--- src/rtl/stt_pkg.sv ---
`timescale 1ns / 1ps
// ----------------------------------------------------------------------------
// stt_pkg
// types and codes shared by the software timer table and its checker
// ----------------------------------------------------------------------------
package stt_pkg;

   localparam logic [2:0] REQ_START        = 3'd0;
   localparam logic [2:0] REQ_START_RELOAD = 3'd1;
   localparam logic [2:0] REQ_STOP         = 3'd2;
   localparam logic [2:0] REQ_GET          = 3'd3;
   localparam logic [2:0] REQ_TICK         = 3'd4;

   localparam logic [1:0] STAT_OK       = 2'd0;
   localparam logic [1:0] STAT_NO_SLOT  = 2'd1;
   localparam logic [1:0] STAT_NOT_FOUND = 2'd2;

   typedef struct packed {
      logic [2:0]  req_type;
      logic [7:0]  task_id;
      logic [7:0]  event_id;
      logic [15:0] amount;
   } req_word_type;

   typedef struct packed {
      logic [1:0]  status;
      logic [15:0] remaining;
      logic        fired;
      logic [7:0]  fired_task;
      logic [7:0]  fired_event;
      logic        last;
   } rsp_word_type;

   typedef struct packed {
      logic [7:0]  task_id;
      logic [7:0]  event_id;
      logic [15:0] remaining;
      logic [15:0] reload;
   } entry_type;

endpackage

--- src/rtl/software_timer_table.sv ---
`timescale 1ns / 1ps
// ----------------------------------------------------------------------------
// software_timer_table
// insertion-ordered table of software timers held in one synchronous memory
// ----------------------------------------------------------------------------
// Usage:
//   req channel carries one request word (start, start reload, stop, get
//   timeout, tick). rsp channel returns one word per request, or for a tick
//   one word per expiry and then a closing word with last set.
//   The table lives in a single-port-write, one-read memory with a
//   registered read. A request walks the used entries one per cycle while
//   the output is not stalled: the search or tick pass reads entry i while
//   the previous read result is examined.
//   A tick compacts the table in place: survivors are written back at a
//   write pointer that never passes the read pointer.
//   One request is in work at a time; req_stall stays high until its last
//   response word has been loaded into the output register.
//   A stalled response holds in the output register and the pass waits.
//   Reset clears the used count and the control state; memory contents
//   need no clearing since only entries below the used count are read.
// ----------------------------------------------------------------------------
module software_timer_table
   import stt_pkg::*;
#(
   parameter int SLOTS = 16
) (
   input  logic         clock,
   input  logic         reset,
   input  logic         req_valid,
   output logic         req_stall,
   input  req_word_type req_word,
   output logic         rsp_valid,
   input  logic         rsp_stall,
   output rsp_word_type rsp_word
);

   localparam int AW = (SLOTS > 1) ? $clog2(SLOTS) : 1;
   localparam int CW = $clog2(SLOTS + 1);
   localparam logic [CW-1:0] SLOTS_C = CW'(SLOTS);

   localparam logic [1:0] ST_IDLE = 2'd0;
   localparam logic [1:0] ST_SCAN = 2'd1;
   localparam logic [1:0] ST_DONE = 2'd2;

   entry_type   mem [SLOTS];
   entry_type   rd_data_ff;

   logic [1:0]   state_ff, state_in;
   req_word_type req_ff, req_in;
   logic [CW-1:0] used_ff, used_in;
   logic [CW-1:0] rd_ff, rd_in;      // next address to read
   logic [CW-1:0] chk_ff, chk_in;    // index of entry in rd_data_ff
   logic          chk_vld_ff, chk_vld_in;
   logic [CW-1:0] wr_ff, wr_in;      // compaction pointer
   logic          rsp_valid_ff, rsp_valid_in;
   rsp_word_type  rsp_ff, rsp_in;

   logic          rd_en;
   logic          we;
   logic [AW-1:0] wa;
   entry_type     wd;

   logic          out_free;
   logic          is_tick;
   logic          hit;
   logic [15:0]   dec;
   logic          do_fire;
   logic          keep;
   entry_type     kept;

   assign out_free = !rsp_valid_ff || !rsp_stall;
   assign is_tick  = (req_ff.req_type == REQ_TICK);
   assign hit = (rd_data_ff.task_id == req_ff.task_id)
             && (rd_data_ff.event_id == req_ff.event_id);
   assign dec = (rd_data_ff.remaining <= req_ff.amount) ? 16'd0
              : rd_data_ff.remaining - req_ff.amount;
   assign do_fire = (dec == 16'd0) && (rd_data_ff.event_id != 8'd0);
   assign keep = (rd_data_ff.event_id != 8'd0)
              && ((dec != 16'd0) || (rd_data_ff.reload != 16'd0));

   always_comb begin
      kept = rd_data_ff;
      kept.remaining = (dec == 16'd0) ? rd_data_ff.reload : dec;
   end

   always_comb begin
      state_in     = state_ff;
      req_in       = req_ff;
      used_in      = used_ff;
      rd_in        = rd_ff;
      chk_in       = chk_ff;
      chk_vld_in   = 1'b0;
      wr_in        = wr_ff;
      rsp_valid_in = rsp_valid_ff && rsp_stall;
      rsp_in       = rsp_ff;
      rd_en        = 1'b0;
      we           = 1'b0;
      wa           = '0;
      wd           = rd_data_ff;
      unique case (state_ff)
         ST_IDLE: begin
            if (req_valid) begin
               req_in  = req_word;
               rd_in   = '0;
               wr_in   = '0;
               state_in = ST_SCAN;
            end
         end
         ST_SCAN: begin
            if (out_free) begin
               // examine entry held in rd_data_ff from the previous read
               if (chk_vld_ff) begin
                  if (is_tick) begin
                     if (do_fire) begin
                        rsp_valid_in = 1'b1;
                        rsp_in = '{STAT_OK, 16'd0, 1'b1, rd_data_ff.task_id,
                                   rd_data_ff.event_id, 1'b0};
                     end
                     if (keep) begin
                        we    = 1'b1;
                        wa    = wr_ff[AW-1:0];
                        wd    = kept;
                        wr_in = wr_ff + 1'b1;
                     end
                  end else if (hit) begin
                     state_in = ST_DONE;
                  end
               end
               if (state_in == ST_SCAN) begin
                  if (rd_ff < used_ff) begin
                     rd_en      = 1'b1;
                     chk_in     = rd_ff;
                     chk_vld_in = 1'b1;
                     rd_in      = rd_ff + 1'b1;
                  end else begin
                     state_in = ST_DONE;
                  end
               end
               if (state_in == ST_DONE) chk_vld_in = chk_vld_ff && hit && !is_tick;
               else                     chk_vld_in = chk_vld_in;
            end else begin
               chk_vld_in = chk_vld_ff;
            end
         end
         ST_DONE: begin
            chk_vld_in = chk_vld_ff;
            if (out_free) begin
               state_in     = ST_IDLE;
               rsp_valid_in = 1'b1;
               rsp_in       = '{STAT_OK, 16'd0, 1'b0, 8'd0, 8'd0, 1'b1};
               case (req_ff.req_type) inside
                  REQ_START, REQ_START_RELOAD: begin
                     if (chk_vld_ff) begin
                        we = 1'b1;
                        wa = chk_ff[AW-1:0];
                        wd = rd_data_ff;
                        wd.remaining = req_ff.amount;
                        if (req_ff.req_type == REQ_START_RELOAD)
                           wd.reload = req_ff.amount;
                     end else if (used_ff < SLOTS_C) begin
                        we = 1'b1;
                        wa = used_ff[AW-1:0];
                        wd = '{req_ff.task_id, req_ff.event_id, req_ff.amount,
                               (req_ff.req_type == REQ_START_RELOAD)
                                  ? req_ff.amount : 16'd0};
                        used_in = used_ff + 1'b1;
                     end else begin
                        rsp_in.status = STAT_NO_SLOT;
                     end
                  end
                  REQ_STOP: begin
                     if (chk_vld_ff) begin
                        we = 1'b1;
                        wa = chk_ff[AW-1:0];
                        wd = rd_data_ff;
                        wd.event_id = 8'd0;
                     end else rsp_in.status = STAT_NOT_FOUND;
                  end
                  REQ_GET: begin
                     if (chk_vld_ff) rsp_in.remaining = rd_data_ff.remaining;
                     else            rsp_in.status = STAT_NOT_FOUND;
                  end
                  REQ_TICK: used_in = wr_ff;
                  default: ;
               endcase
               chk_vld_in = 1'b0;
            end
         end
         default: state_in = ST_IDLE;
      endcase
   end

   assign req_stall = (state_ff != ST_IDLE);
   assign rsp_valid = rsp_valid_ff;
   assign rsp_word  = rsp_ff;

   always_ff @(posedge clock) begin
      if (we) mem[wa] <= wd;
      if (rd_en) rd_data_ff <= mem[rd_ff[AW-1:0]];
   end

   always_ff @(posedge clock) begin
      if (reset) begin
         state_ff     <= ST_IDLE;
         used_ff      <= '0;
         chk_vld_ff   <= 1'b0;
         rsp_valid_ff <= 1'b0;
      end else begin
         state_ff     <= state_in;
         used_ff      <= used_in;
         chk_vld_ff   <= chk_vld_in;
         rsp_valid_ff <= rsp_valid_in;
      end
      req_ff <= req_in;
      rd_ff  <= rd_in;
      chk_ff <= chk_in;
      wr_ff  <= wr_in;
      rsp_ff <= rsp_in;
   end

endmodule

--- config.mk ---
export PLATFORM = sky130hd
export DESIGN_NAME = software_timer_table
export DESIGN_NICKNAME = d
export VERILOG_FILES = /design/src/rtl/stt_pkg.sv /design/src/rtl/software_timer_table.sv
export SDC_FILE = /design/constraint.sdc
export NUM_CORES = 1
export LEC_CHECK = 0
export BUFFER_PORTS_ARGS = -buffer_cell sky130_fd_sc_hd__clkbuf_2
export CORE_UTILIZATION = 67
export DETAILED_ROUTE_END_ITERATION = 8
export PLACE_DENSITY = 0.84
export SLEW_MARGIN = 25
export SYNTH_ARGS = -nofsm -noshare
export SYNTH_HDL_FRONTEND = slang
export SYNTH_SLANG_ARGS = --single-unit
export TNS_END_PERCENT = 100
--- constraint.sdc ---
create_clock -name clock -period 16.9 [get_ports clock]
set_input_delay 1.69 -clock clock [delete_from_list [all_inputs] [get_ports clock]]
set_output_delay 1.69 -clock clock [all_outputs]
set_load 0.02 [all_outputs]
== Yosys cells after proc, flatten, opt, wreduce, memory -nomap -nowiden ==
Memories as Yosys holds them, arrays and structs flattened. A register that Yosys moved wholly into a read port is not among the register bits.
Cells that the tools add are included.

* Register bits after elaboration: 94
* RAM bits: 768
* Input port bits: 39
* Output and inout port bits: 38
* Word-level logic and storage cells: 176
* Memories: 1

* Add/subtract/negate cells: 4
* Magnitude comparators: 3
* Eq/ne operators: 23
* Mux-type cells: 98
* Reductions and logical operators: 30

{| class="wikitable"
|+ Memory list
! memory !! depth !! width !! read ports !! clocked after memory_dff !! wr ports !! RTL line !! RTL
|-
| mem || 16 || 48 || 1 || 1 || 1 || software_timer_table.sv:45 || <nowiki>entry_type mem [SLOTS];</nowiki>
|}

{| class="wikitable"
|+ Operator list
! operator !! number
|-
| 48-bit two-way mux || 4
|-
| 36-bit two-way mux || 5
|-
| 16-bit two-way mux || 8
|-
| 32-bit two-way mux || 4
|-
| 48-bit one-hot mux with 2 select lines || 1
|-
| 40-bit two-way mux || 2
|-
| 36-bit one-hot mux with 2 select lines || 1
|-
| 5-bit two-way mux || 14
|-
| 4-bit two-way mux || 10
|-
| 2-bit two-way mux || 16
|-
| 16-bit nonzero test || 2
|-
| 1-bit two-way mux || 26
|-
| 2-bit inequality test, second input constant || 11
|-
| 5-bit one-hot mux with 2 select lines || 2
|-
| 8-bit equality test || 2
|-
| 16-bit less-or-equal comparator || 1
|-
| 16-bit zero test || 1
|-
| 16-bit subtractor || 1
|-
| 5-bit by 1-bit adder with 5-bit output, second input constant || 3
|-
| 6-bit AND reduction || 2
|-
| 4-bit one-hot mux with 2 select lines || 1
|-
| 2-bit nonzero test || 4
|-
| 8-bit nonzero test || 1
|-
| 7-bit AND reduction || 1
|-
| other kinds (20) || 35
|}

== Depth between registers and ports, before layout ==
* Word-level depth: 15
* Gate-level depth with buffers: 14
* Mapped depth without buffers: 12

== Worst setup path after synthesis ==
Ideal clock, no wire load.

* Kind: register to register
* From: register req_ff[0] (netlist name)
* To: memory mem[1][0] (netlist name), enable pin
* Setup time: 0.573 ns
* Arrival: 7.738 ns
* Data required time: 16.327 ns
* Slack: 8.588 ns
* Stages on the path, launching flop included: 13
* Cell sequence: edfxtp_1 > ha_1 > fa_1 > nand2b_1 > a211oi_2 > o21ai_0 > a2111oi_4 > o2111ai_2 > nor4_4 > a211oi_2 > or2_0 > buf_2 > nor4_1

* Cells in the longest elaborated chain, start to end: 12
* Elaborated cells between the ends (all ways): 18
* Classes of those cells: add/sub: 1; order compare: 1; mux: 13; reduce/logical: 3

{| class="wikitable"
|+ Ends and longest elaborated chain
! what !! RTL line !! RTL
|-
| start: declaration || software_timer_table.sv:49 || <nowiki>req_word_type req_ff, req_in;</nowiki>
|-
| start signal: assignment || software_timer_table.sv:214 || <nowiki>req_ff <= req_in;</nowiki>
|-
| 16-bit subtractor / 16-bit less-or-equal comparator (equally long branches) || software_timer_table.sv:76, software_timer_table.sv:75 ||
|-
| 16-bit two-way mux (*) || software_timer_table.sv:75 || <nowiki>assign dec = (rd_data_ff.remaining <= req_ff.amount) ? 16'd0</nowiki>
|-
| 16-bit nonzero test (*) || software_timer_table.sv:79 || <nowiki>&& ((dec != 16'd0) || (rd_data_ff.reload != 16'd0));</nowiki>
|-
| 1-bit logical OR (*) || software_timer_table.sv:79 ||
|-
| 1-bit logical AND (*) || software_timer_table.sv:79 ||
|-
| 1-bit two-way mux || software_timer_table.sv:119 || <nowiki>if (keep) begin</nowiki>
|-
| 1-bit two-way mux || software_timer_table.sv:113 || <nowiki>if (is_tick) begin</nowiki>
|-
| 1-bit two-way mux || software_timer_table.sv:112 || <nowiki>if (chk_vld_ff) begin</nowiki>
|-
| 1-bit two-way mux || software_timer_table.sv:110 || <nowiki>if (out_free) begin</nowiki>
|-
| 1-bit one-hot mux with 2 select lines || software_timer_table.sv:100 || <nowiki>unique case (state_ff)</nowiki>
|-
| 1-bit two-way mux || software_timer_table.sv:198 || <nowiki>if (we) mem[wa] <= wd;</nowiki>
|-
| 1-bit two-way mux (implied by the code) || software_timer_table.sv:198 ||
|-
| end: declaration || software_timer_table.sv:45 ||
|}

Every way passes the cells marked *; elsewhere a longest branch is shown, timed or not.

== Worst setup path in the final report ==
* From: register req_ff[0] (netlist name)
* To: memory mem[8][7] (netlist name), enable pin

The elaborated chain is that of the path after synthesis.

==> summary by stage <==
Synth
sky130_fd_sc_hd__edfxtp_1 is the most common cell in the netlist. In the synthesized netlist, the number of instances is 1775. Of all cell types, the one taking the most synthesized area is sky130_fd_sc_hd__edfxtp_1. The number of storage elements in the synthesis netlist is 910. During synthesis, Yosys emitted a total of 0 warnings. After synthesis, the share of flip-flops with an asynchronous set or reset is 0%. The post-synthesis instance area is 0.0365 mm2. The count of cell types in the netlist is 68. The part of the Yosys area used for sequential elements is 74.7%.

The number of nets in the synthesized netlist is 1841. Sorting the synthesized cells by area gives the leading types as sky130_fd_sc_hd__edfxtp_1, sky130_fd_sc_hd__mux4_2, sky130_fd_sc_hd__ha_1, sky130_fd_sc_hd__a22oi_1, sky130_fd_sc_hd__nor2_1. By count the netlist is led by sky130_fd_sc_hd__edfxtp_1, sky130_fd_sc_hd__mux4_2, sky130_fd_sc_hd__nor2_1.

The share of synthesized area in the top cell type comes to 74.2%. The number of enable flip-flop cells after synthesis is 901. The average instance area after synthesis is 20.5 um2.

The prevailing post-synth register cell is sky130_fd_sc_hd__edfxtp_1.

STA
The total negative slack is 0 ns. For the final database, setup skew stands at 0.0380 ns. The count of final max-slew check failures was 0. The ratio of final minimum period to clock period is 33.5%. The minimum clock period is 5.67 ns. Setup repair after global routing left no endpoint under its margin. Timing would allow up to 0.176 GHz. The number of endpoints with negative hold slack in the final report is 0. Hold is met by 0.611 ns.

The actual transition at the worst max-transition pin is 1.08 ns. The worst relative slew slack is 27.8%. Setup violations remaining at the end of the flow were counted as 0.

Min path
The end of the worst hold path is state_ff[0]. The startpoint of the lowest-slack hold path is state_ff[0]. The classification of the worst-slack hold path is reg2reg. The worst hold path was traced through 2 stages.

Floorplanning
The y dimension of the die is 235 um. The number of primary I/O pins is 77. The row count is 85. The core area is 0.0538 mm2.

The die covers 0.0553 mm2. The chip width is 235 um. The initial cell density of the core is 67.7%.

Clocking
After clock tree synthesis, the clock-pin slew on the worst setup and hold paths is 0.06 ns. The clock latency on the worst-skew pair is 0.65 ns. The number of CTS-inserted buffers is 87. The number of H-tree branching levels is 3. The TritonCTS clock tree is built. The post-CTS setup repair buffer count is 0. The post-cts resize count is 0. The clock passes through at most 3 buffers. The number of hold buffers added after CTS was 0.

The clock sink count is 910. The tree is rooted in a sky130_fd_sc_hd__clkbuf_16.

Placed design
Summing all placed instances gives a cell area of 0.0380 mm2. Counting tap cells, the placed design contains a total of 2518 instances. At the end of routability-driven placement, the weighted congestion stood at 0.952.

The post-DP HPWL is 48200 um. In this run the tool buffered the top-level ports with 76 buffer cells.

Routing
After detailed routing, the number of vias per cell comes to 7.25. The pre-antenna-repair detailed-routing pass consisted of 6 iterations. After detailed routing, the number of remaining DRC violations is 0. The final routed wirelength across all metal layers is 89300 um.

The average wire per cell in the routed design is 33.4 um. The final antenna-violating net count is 0. In this run, the number of DRC markers left after iteration 0 of detailed routing was 2975.

The count of vias placed by the detailed router is 19400.

Critical path
Traced cell by cell, the critical path runs through ha_1 -> fa_1 -> nand2b_1 -> a211oi_2 -> o21ai_0 -> a2111oi_4 -> o2111ai_2 -> nor4_4 -> a211oi_2 -> or2_0 -> a2111oi_4 -> buf_4 -> buf_4. The worst setup path is of the reg2reg kind. The worst register-to-register path begins at req_ff[0]. The cell family contributing the most delay on the critical path is compound AO/OA/AOI/OAI gates. The endpoint identified for the worst register-to-register timing path is mem[8][7]. The largest stage delay on the critical path is 0.79 ns.

Of all nets on the critical path, the largest fanout is 35. In this run the register-to-register setup slack is 11.23 ns. STA puts the critical path data required time at 17.16 ns. STA classifies the critical path startpoint as a flip-flop. The worst setup path is captured at a flip-flop. Tracing the worst setup path back leads to its startpoint at req_ff[0]. The count of buffer and inverter cells on the critical path is 2. At the worst endpoint, the arrival time is 5.93 ns. The worst-path cell with the longest stage delay is sky130_fd_sc_hd__a2111oi_4. The cell depth of the worst flop-to-flop path is 13.

GRT
The initial antenna violation count is 1. The first global-routing pass estimated 131000 um of wire. Entering global routing, the biggest net connects 136 pins.

The total overflow left after global routing is 0. The overall routing resource usage is 33.2%. The number of global-route vias before repair is 19700.

Layout
At the end of the flow, the number of nets in the layout was 1979. The antenna diode count is 0. With fillers left out, the area of the finished cells amounts to 0.0407 mm2.

Once layout is complete, the cells apart from fillers number 2676. From synthesis to final layout, the design area changed by 11.5%. The share of final-layout standard cells stronger than drive strength 1 is 26.7%.

Power
Power spread over the standard cell area amounts to 118 mW/mm2. The static leakage is 13.1 nW. Power comes to 0.00480 W. The peak supply drop is 95.0 uV.

Outcome
The run finished with clean final reports.

Flow run
The tool flagged a number of max-cap violations equal to 0.
## worst max-delay path by stage
stage / to / cells past startpoint
finish: mem[8][7] / 13
CTS: mem[8][42] / 13
floorplan: mem[1][0] / 12
detailed placement: mem[8][5] / 13
global placement: mem[8][14] / 12
global route: mem[8][42] / 13
## cell families after synthesis
| kind of cell | count (synthesis) | share of synthesized area [%] |
|---|---|---|
| multiplexers | 241 | 14.9 |
| flip-flops | 910 | 74.7 |
| XOR/XNOR | 34 | 0.817 |
| AND/OR/NAND/NOR | 237 | 3.36 |
| AO/OA/AOI/OAI | 209 | 4.05 |
| buffers and inverters | 117 | 1.24 |
| adder cells (fa/ha/maj) | 27 | 0.947 |
## layout make-up
cell class | count | area (um2)
clock inverter | 41 | 324
multi-input combinational | 748 | 8920
tap | 696 | 871
timing repair buffer | 135 | 856
fill | 2737 | 13200
clock buffer | 115 | 2330
inverter | 31 | 116
sequential | 910 | 27200
## routing by layer
metal | part of all wire (%) | GRT usage, %
met1 | 37 | 48.2
met2 | 48 | 51.5
met3 | 12 | 6.50
met4 | 3.1 | 12.3
met5 | 0.015 | 0
## registers in the layout, indices dropped and copies added (netlist names)
register    cells
kept           32
rsp_valid       1
used_ff         5
rd_ff           5
chk_ff          4
req_ff         35
state_ff        2
rsp_word       36
wr_ff           5
mem           768
rd_data_ff     16
chk_vld_ff      1
## power by group
group          internal, W  switching, W  total (W)
clock              0.00102      0.000833    0.00186
combinational     0.000183      0.000232   0.000415
sequential         0.00251     0.0000148    0.00253
total              0.00372       0.00108    0.00480
## placed cells by master, fill, tap and decap left out, types with 30 or more instances in the layout
cell type	count
sky130_fd_sc_hd__o21ai_0	35
sky130_fd_sc_hd__a21oi_1	46
sky130_fd_sc_hd__clkbuf_16	89
sky130_fd_sc_hd__mux4_2	240
sky130_fd_sc_hd__clkbuf_2	76
sky130_fd_sc_hd__nand2_1	38
sky130_fd_sc_hd__nor2_1	66
sky130_fd_sc_hd__a22oi_1	34
sky130_fd_sc_hd__edfxtp_1	901
sky130_fd_sc_hd__inv_1	30
sky130_fd_sc_hd__buf_4	56
## worst reg2reg max path, cell delays in order, from the launching register on
cell                        delay (ns)
sky130_fd_sc_hd__edfxtp_1         0.44
sky130_fd_sc_hd__ha_1             0.25
sky130_fd_sc_hd__fa_1             0.40
sky130_fd_sc_hd__nand2b_1         0.19
sky130_fd_sc_hd__a211oi_2         0.34
sky130_fd_sc_hd__o21ai_0          0.25
sky130_fd_sc_hd__a2111oi_4        0.37
sky130_fd_sc_hd__o2111ai_2        0.25
sky130_fd_sc_hd__nor4_4           0.41
sky130_fd_sc_hd__a211oi_2         0.19
sky130_fd_sc_hd__or2_0            0.46
sky130_fd_sc_hd__a2111oi_4        0.79
sky130_fd_sc_hd__buf_4            0.34
sky130_fd_sc_hd__buf_4            0.58
## metrics by stage
stage | util (%) | setup WS, ns
2_1_floorplan | - | 8.59
3_3_place_gp | 70.5 | 11.15
3_5_place_dp | 70.5 | 11.32
4_1_cts | 75.5 | 11.32
5_1_grt | 75.5 | 11.00
6_report | 75.5 | 11.23
No activity file was read; power rests on OpenSTA's default activity.
